--- config.mk ---
export PLATFORM = sky130hd
export DESIGN_NAME = otp_secret_checksum_validator
export DESIGN_NICKNAME = d
export VERILOG_FILES = /design/src/hdl/osc_pkg.sv /design/src/hdl/otp_secret_checksum_validator.sv /design/src/hdl/osc_cfg_regs.sv
export SDC_FILE = /design/constraint.sdc
export NUM_CORES = 1
export LEC_CHECK = 0
export BUFFER_PORTS_ARGS = -buffer_cell sky130_fd_sc_hd__buf_2
export CAP_MARGIN = 20
export CELL_PAD_IN_SITES_DETAIL_PLACEMENT = 1
export CELL_PAD_IN_SITES_GLOBAL_PLACEMENT = 1
export CORE_AREA = 2 2 228 230
export DETAILED_ROUTE_END_ITERATION = 8
export DIE_AREA = 0 0 230 232
export PLACE_DENSITY = 0.6
export SYNTH_ARGS = -nofsm -noshare
export SYNTH_HDL_FRONTEND = slang
export SYNTH_SLANG_ARGS = --single-unit
--- constraint.sdc ---
create_clock -name i_clk -period 12.7 [get_ports i_clk]
set_clock_uncertainty 0.05 [all_clocks]
set_input_delay 1.905 -clock i_clk [delete_from_list [all_inputs] [get_ports i_clk]]
set_output_delay 1.905 -clock i_clk [all_outputs]
set_load 0.03 [all_outputs]
--- src/hdl/osc_pkg.sv ---
`timescale 1ns / 1ps
// Shared types, constants and checksum step functions for the secret checksum validator.
package osc_pkg;

    localparam int SECRET_MIN_BYTES = 26;
    localparam int KEY_BYTES        = 16;
    localparam int SEEN_W           = 5;
    localparam int PIN_W            = 5;
    localparam int CK_W             = 12;

    localparam logic [SEEN_W-1:0] SEEN_FULL = SEEN_W'(SECRET_MIN_BYTES);
    localparam logic [CK_W:0]     CK_POLY   = 13'h18F3;

    localparam logic [PIN_W-1:0] PIN_MIN_RST = 5'd4;
    localparam logic [PIN_W-1:0] PIN_MAX_RST = 5'd16;

    // Register indexes (byte address / 4)
    localparam logic REG_MIN_PIN = 1'b0;
    localparam logic REG_MAX_PIN = 1'b1;

    typedef enum logic [1:0] {
        ST_OK        = 2'd0,
        ST_SHORT     = 2'd1,
        ST_MISMATCH  = 2'd2,
        ST_PIN_RANGE = 2'd3
    } t_status;

    typedef struct packed {
        logic [PIN_W-1:0] min_pin;
        logic [PIN_W-1:0] max_pin;
    } t_pin_cfg;

    // Eight remainder steps, MSB first; bit 12 never survives a step.
    function automatic logic [CK_W-1:0] ck_feed8(input logic [CK_W-1:0] rem,
                                                input logic [7:0]      data);
        logic [CK_W:0]   t;
        logic [CK_W-1:0] r;
        r = rem;
        for (int i = 7; i >= 0; i--) begin
            t = {r, data[i]};
            if (t[CK_W]) begin
                t = t ^ CK_POLY;
            end
            r = t[CK_W-1:0];
        end
        return r;
    endfunction

    // Four remainder steps for the top nibble of the penultimate byte.
    function automatic logic [CK_W-1:0] ck_feed4(input logic [CK_W-1:0] rem,
                                                input logic [3:0]      data);
        logic [CK_W:0]   t;
        logic [CK_W-1:0] r;
        r = rem;
        for (int i = 3; i >= 0; i--) begin
            t = {r, data[i]};
            if (t[CK_W]) begin
                t = t ^ CK_POLY;
            end
            r = t[CK_W-1:0];
        end
        return r;
    endfunction

endpackage

--- src/hdl/otp_secret_checksum_validator.sv ---
`timescale 1ns / 1ps
// Top level: byte-stream checksum validator for a decoded one-time-password secret.
//
// Usage notes:
//  - Slave stream takes the decoded secret one byte per request, tlast on the
//    final byte. Master stream gives one result per secret, on its final byte.
//  - Bytes enter an input register; from there each byte updates the remainder,
//    tail window and byte count, and on tlast loads the result register, which
//    drives the master stream directly.
//  - Throughput: one byte per cycle, unless a final byte meets a full output register.
//    The remainder update is eight unrolled polynomial steps, plus four more on the final byte.
//  - Stall: a finished result waits in the output register; further non-final
//    bytes still flow. A final byte waits in the input register only while the
//    output register is full and not being taken.
//  - Reset (synchronous, active low) empties both registers, clears remainder
//    and byte count, and sets min/max PIN length to 4/16.
//  - APB: min_pin_length at 0x0, max_pin_length at 0x4; write only when idle.
//  - Result status: ok, too short (<26 bytes), checksum mismatch, PIN out of
//    range; the key (16 bytes starting 26 from the end) is zero unless ok.
module otp_secret_checksum_validator (
    input  logic          i_clk,
    input  logic          i_rst_n,
    // slave stream
    input  logic          i_s_tvalid,
    output logic          o_s_tready,
    input  logic [7:0]    i_s_tdata,   // [7:0] data_byte
    input  logic          i_s_tlast,   // last_byte
    // master stream
    output logic          o_m_tvalid,
    input  logic          i_m_tready,
    output logic [135:0]  o_m_tdata,   // [1:0] status, [6:2] pin_length,
                                       // [70:7] key_high, [134:71] key_low, [135] zero
    // APB config
    input  logic          psel,
    input  logic          penable,
    input  logic          pwrite,
    input  logic [2:0]    paddr,
    input  logic [31:0]   pwdata,
    output logic [31:0]   prdata,
    output logic          pready
);
    import osc_pkg::*;

    localparam int HALF_KEY = KEY_BYTES / 2;

    t_pin_cfg cfg;

    osc_cfg_regs u_cfg_regs (
        .i_clk   (i_clk),
        .i_rst_n (i_rst_n),
        .psel    (psel),
        .penable (penable),
        .pwrite  (pwrite),
        .paddr   (paddr),
        .pwdata  (pwdata),
        .prdata  (prdata),
        .pready  (pready),
        .o_cfg   (cfg)
    );

    // input register
    logic        r_in_valid;
    logic [7:0]  r_in_byte;
    logic        r_in_last;

    // secret state
    logic [CK_W-1:0]   r_rem;
    logic [SEEN_W-1:0] r_seen;
    logic [7:0]        r_win [0:SECRET_MIN_BYTES-1];   // newest at top index

    // result register
    logic              r_out_valid;
    t_status           r_status;
    logic [PIN_W-1:0]  r_pin;
    logic [63:0]       r_khi;
    logic [63:0]       r_klo;

    logic              out_free;
    logic              proc;
    logic              s_acc;

    logic [CK_W-1:0]   n_rem;
    logic [CK_W-1:0]   rem_fin;
    logic [CK_W-1:0]   stored;
    logic [SEEN_W-1:0] n_seen;
    logic [7:0]        penult;
    logic              full;
    t_status           n_status;
    logic [PIN_W-1:0]  dec_pin;
    logic [PIN_W-1:0]  n_pin;
    logic [63:0]       n_khi;
    logic [63:0]       n_klo;

    // handshake: a final byte needs room in the result register
    assign out_free   = !r_out_valid || i_m_tready;
    assign proc       = r_in_valid && (!r_in_last || out_free);
    assign o_s_tready = !r_in_valid || proc;
    assign s_acc      = i_s_tvalid && o_s_tready;

    always_ff @(posedge i_clk) begin
        if (!i_rst_n) begin
            r_in_valid <= 1'b0;
        end else if (s_acc) begin
            r_in_valid <= 1'b1;
        end else if (proc) begin
            r_in_valid <= 1'b0;
        end
    end

    always_ff @(posedge i_clk) begin
        if (s_acc) begin
            r_in_byte <= i_s_tdata;
            r_in_last <= i_s_tlast;
        end
    end

    // datapath
    always_comb begin
        // byte two back is now known not to be among the checksum bytes
        n_rem   = (r_seen >= SEEN_W'(2)) ? ck_feed8(r_rem, r_win[SECRET_MIN_BYTES-2]) : r_rem;
        n_seen  = (r_seen == SEEN_FULL) ? SEEN_FULL : r_seen + SEEN_W'(1);
        full    = (n_seen == SEEN_FULL);
        penult  = r_win[SECRET_MIN_BYTES-1];
        rem_fin = ck_feed4(n_rem, penult[7:4]);
        stored  = {penult[3:0], r_in_byte};
        dec_pin = {1'b0, penult[7:4]} + PIN_W'(1);

        if (!full) begin
            n_status = ST_SHORT;
            n_pin    = '0;
        end else if (rem_fin != stored) begin
            n_status = ST_MISMATCH;
            n_pin    = dec_pin;
        end else if (dec_pin < cfg.min_pin || dec_pin > cfg.max_pin) begin
            n_status = ST_PIN_RANGE;
            n_pin    = dec_pin;
        end else begin
            n_status = ST_OK;
            n_pin    = dec_pin;
        end

        // key = post-shift window bytes 0..15, i.e. current bytes 1..16
        n_khi = '0;
        n_klo = '0;
        for (int i = 0; i < HALF_KEY; i++) begin
            n_khi[63-8*i -: 8] = r_win[1+i];
            n_klo[63-8*i -: 8] = r_win[1+HALF_KEY+i];
        end
        if (n_status != ST_OK) begin
            n_khi = '0;
            n_klo = '0;
        end
    end

    always_ff @(posedge i_clk) begin
        if (!i_rst_n) begin
            r_rem  <= '0;
            r_seen <= '0;
        end else if (proc) begin
            if (r_in_last) begin
                r_rem  <= '0;
                r_seen <= '0;
            end else begin
                r_rem  <= n_rem;
                r_seen <= n_seen;
            end
        end
    end

    // tail window; stale bytes are never read before the count covers them
    always_ff @(posedge i_clk) begin
        if (proc) begin
            for (int i = 0; i < SECRET_MIN_BYTES-1; i++) begin
                r_win[i] <= r_win[i+1];
            end
            r_win[SECRET_MIN_BYTES-1] <= r_in_byte;
        end
    end

    always_ff @(posedge i_clk) begin
        if (!i_rst_n) begin
            r_out_valid <= 1'b0;
        end else if (proc && r_in_last) begin
            r_out_valid <= 1'b1;
        end else if (i_m_tready) begin
            r_out_valid <= 1'b0;
        end
    end

    always_ff @(posedge i_clk) begin
        if (proc && r_in_last) begin
            r_status <= n_status;
            r_pin    <= n_pin;
            r_khi    <= n_khi;
            r_klo    <= n_klo;
        end
    end

    assign o_m_tvalid = r_out_valid;
    assign o_m_tdata  = {1'b0, r_klo, r_khi, r_pin, r_status};

endmodule

--- src/hdl/osc_cfg_regs.sv ---
`timescale 1ns / 1ps
// APB register file holding the PIN length limits.
module osc_cfg_regs (
    input  logic                i_clk,
    input  logic                i_rst_n,
    input  logic                psel,
    input  logic                penable,
    input  logic                pwrite,
    input  logic [2:0]          paddr,
    input  logic [31:0]         pwdata,
    output logic [31:0]         prdata,
    output logic                pready,
    output osc_pkg::t_pin_cfg   o_cfg
);
    import osc_pkg::*;

    logic [PIN_W-1:0] r_min_pin;
    logic [PIN_W-1:0] r_max_pin;
    logic             wr_en;

    assign pready = 1'b1;
    assign wr_en  = psel & penable & pwrite & pready;

    always_ff @(posedge i_clk) begin
        if (!i_rst_n) begin
            r_min_pin <= PIN_MIN_RST;
            r_max_pin <= PIN_MAX_RST;
        end else if (wr_en) begin
            case (paddr[2])
                REG_MIN_PIN: r_min_pin <= pwdata[PIN_W-1:0];
                REG_MAX_PIN: r_max_pin <= pwdata[PIN_W-1:0];
                default: ;
            endcase
        end
    end

    always_comb begin
        case (paddr[2])
            REG_MIN_PIN: prdata = {{(32-PIN_W){1'b0}}, r_min_pin};
            REG_MAX_PIN: prdata = {{(32-PIN_W){1'b0}}, r_max_pin};
            default:     prdata = '0;
        endcase
    end

    assign o_cfg.min_pin = r_min_pin;
    assign o_cfg.max_pin = r_max_pin;

endmodule
==> summary.md <==
| Metric | Value |
|---|---|
| Synth top area share | 0.7060 |
| Fin nets | 1066 |
| Post-synthesis sequential area ratio | 0.7457 |
| Layout cells sized above 1 | 0.2311 |
| Most frequent cells in the layout | 344 x edfxtp_1, 163 x buf_2, 128 x and4_1 |
| Endpoints failing hold | 0 |
| GPL Wtd Cong | 0.7782 |
| Post-synth ARST share | 0 |
| Post-CTS Repair Setup Buffers | 0 |
| Via/cell ratio | 4.499 |
| Die Area | 53360 µm² |
| Sink Count | 373 |
| CP arrival | 5.08 ns |
| Detail Route Antenna Nets | 0 |
| Post-synthesis cell type count | 56 |
| Worst Hold Depth | 0 |
| Synthesized area per cell | 17.21 µm² |
| Setup crit start kind | register |
| Initial core utilization | 0.2875 |
| Worst Hold Class | reg2reg |
| Slew Limit Fails | 0 |
| Top post-synthesis cells by area | edfxtp_1 71%, and4_1 7.7%, dfxtp_1 4.0% |
| Die Y | 232 µm |
| Avg WL per Cell | 18.59 µm |
| Total CTS buffers | 41 |
| Resized cells post-CTS | 0 |
| Global-route wire length before repair | 47.89 mm |
| Post-Syn Instances | 850 |
| Crit. End Element | register |
| TNS Setup | 0 ns |
| Finished Layout Cells | 1714 |
| Core area | 50890 µm² |
| Synth Flop Type | edfxtp_1 |
| P per Cell Area | 152.3 nW/µm² |
| Post-synth EDFFs | 344 |
| Vias in the first global route | 7834 |
| PortBufs | 163 |
| Critical setup path kind | reg2reg |
| GRT overflow | 0 |
| Worst skew pair latency | 0.58 ns |
| Hpwl dp | 19.42 mm |
| Register-to-Register Path Depth | 11 |
| CTS max path bufs | 3 |
| Vias after detailed routing | 7711 |
| Leakage | 6.503 nW |
| Root buf cell | clkbuf_16 |
| Fmax | 211.7 MHz |
| Ys Warns | 0 |
| Worst rel slew slack | 0.2456 |
| Status | finished, final reports clean |
| H-tree levels | 2 |
| IO Pins | 222 |
| Hold_ws | 0.3598 ns |
| Synth-to-layout area growth | 17.48% |
| Slew at the pin closest to its max-slew limit | 1.132 ns |
| Max Cap Viol | 0 |
| Synth area leader | edfxtp_1 |
| RSZ-0062 raised after global routing | false |
| Diode count | 0 |
| First-pass detailed-route iteration total | 4 |
| CTS tree | built |
| Final Critical Period | 4.724 ns |
| Most common cell after layout, fill and taps aside | edfxtp_1 |
| GRT Util Overall | 0.1170 |
| Placed Instances | 1639 |
| Hold-fix buffers, CTS | 0 |
| Die W | 230 µm |
| Worst vdd ir | 81.02 µV |
| Critical Path RT | 13.06 ns |
| Initial antenna violation count | 3 |
| Drt total wl | 31.86 mm |
| Worst-path fanout max | 120 |
| Setup-failing EPs final | 0 |
| Register bit total from synthesis | 373 |
| Largest net degree at the start of global routing | 123 |
| Fin crit share | 0.3720 |
| CTS clk-pin slew, worst paths | 0.06 ns |
| Mapped cell area | 14630 µm² |
| Row cnt | 83 |
| Iter 0 DRT Violations | 483 |
| Drt drc | 0 |
-- cell type report --
cell class	count	area (µm²)
Fill cell	5295	33700
Sequential cell	373	10910
Multi-Input combinational cell	403	3223
Clock buffer	53	1071
Timing Repair Buffer	170	868.3
Tap cell	680	850.8
Clock inverter	21	205.2
Inverter	14	60.06
-- kinds of logic after synthesis --
group | count (synthesis) | share of synthesized area
fa+ha+maj | 12 | 0.01026
other cells | 2 | 0.0005133
xor+xnor | 65 | 0.04985
flops | 373 | 0.7457
buf+inv | 101 | 0.04404
simple gates | 226 | 0.1134
compound gates | 56 | 0.02497
mux | 15 | 0.01129
-- worst max-delay path: stages, from the launching register on --
cell	delay, ns
dfxtp_1	0.42
inv_1	0.10
ha_1	0.22
or4_4	0.43
nor2_1	0.46
nor2_2	0.13
xnor2_1	0.17
or4_1	0.47
or3_1	0.36
a41oi_4	0.41
buf_4	0.90
and4_1	0.33
-- through the flow --
stage	area, µm²	setup slack [ns]	util	total power [mW]
final	17190	7.976	0.3378	2.618
after CTS	17180	7.967	0.3376	2.661
after global routing	17190	7.672	0.3378	2.713
after detailed placement	15910	7.570	0.3126	1.511
after global placement	15910	7.667	0.3126	1.508
after floorplan	14730	4.162	-	1.488
-- registers in the layout (all words and copies together), names as in the netlist --
register              count
r_klo                    64
u_cfg_regs.r_max_pin      5
r_in_last                 1
r_pin                     5
r_seen                    5
u_cfg_regs.r_min_pin      5
r_win                   200
r_status                  2
o_m_tvalid                1
r_in_byte                 8
r_khi                    64
r_rem                    12
r_in_valid                1
-- routing by layer --
| layer | global-route usage | vias up | share of wire |
|---|---|---|---|
| met1 | 0.1603 | 3924 | 0.47 |
| met3 | 0.02554 | 56 | 0.052 |
| met5 | 0 | - | 0 |
| li1 | - | 3539 | - |
| met2 | 0.1800 | 192 | 0.45 |
| met4 | 0.04758 | 0 | 0.030 |
-- synthesized netlist by cell type, types with 2 or more instances --
cell and n:
a21boi_0 5, a21oi_1 8, a22oi_1 6, a31oi_1 4
and2_1 9, and4_1 128, buf_2 7, buf_4 30
buf_6 2, buf_8 10, clkbuf_1 37, conb_1 2
dfxtp_1 29, edfxtp_1 344, ha_1 12, inv_1 14
mux2_2 2, mux2i_1 12, nand2_1 22, nand2b_1 2
nand3_1 8, nand4_1 4, nor2_1 12, nor2b_1 22
nor3_1 5, nor4_1 2, o21a_1 4, o21ai_0 19
or4_1 2, xnor2_1 39, xnor3_1 5, xor2_1 15
xor3_1 5
-- report_power, final --
part           internal, mW  switching (mW)  total, mW  leakage, nW
clock                 0.644           0.490       1.13        0.621
combinational        0.0192          0.0739     0.0931         2.19
sequential             1.37          0.0170       1.39         3.70
-- worst paths after layout --
kind                          startpoint                endpoint  slack (ns)
setup / recovery  r_seen[0]$_SDFFE_PN0P_  r_klo[6]$_SDFFCE_PP0P_        7.98
setup reg to reg  r_seen[0]$_SDFFE_PN0P_  r_klo[6]$_SDFFCE_PP0P_        7.98
hold reg to reg   r_win[1][41]$_DFFE_PP_  r_win[1][33]$_DFFE_PP_        0.36
hold / removal    r_win[1][41]$_DFFE_PP_  r_win[1][33]$_DFFE_PP_        0.36
Power figures use the tool's default switching activity.
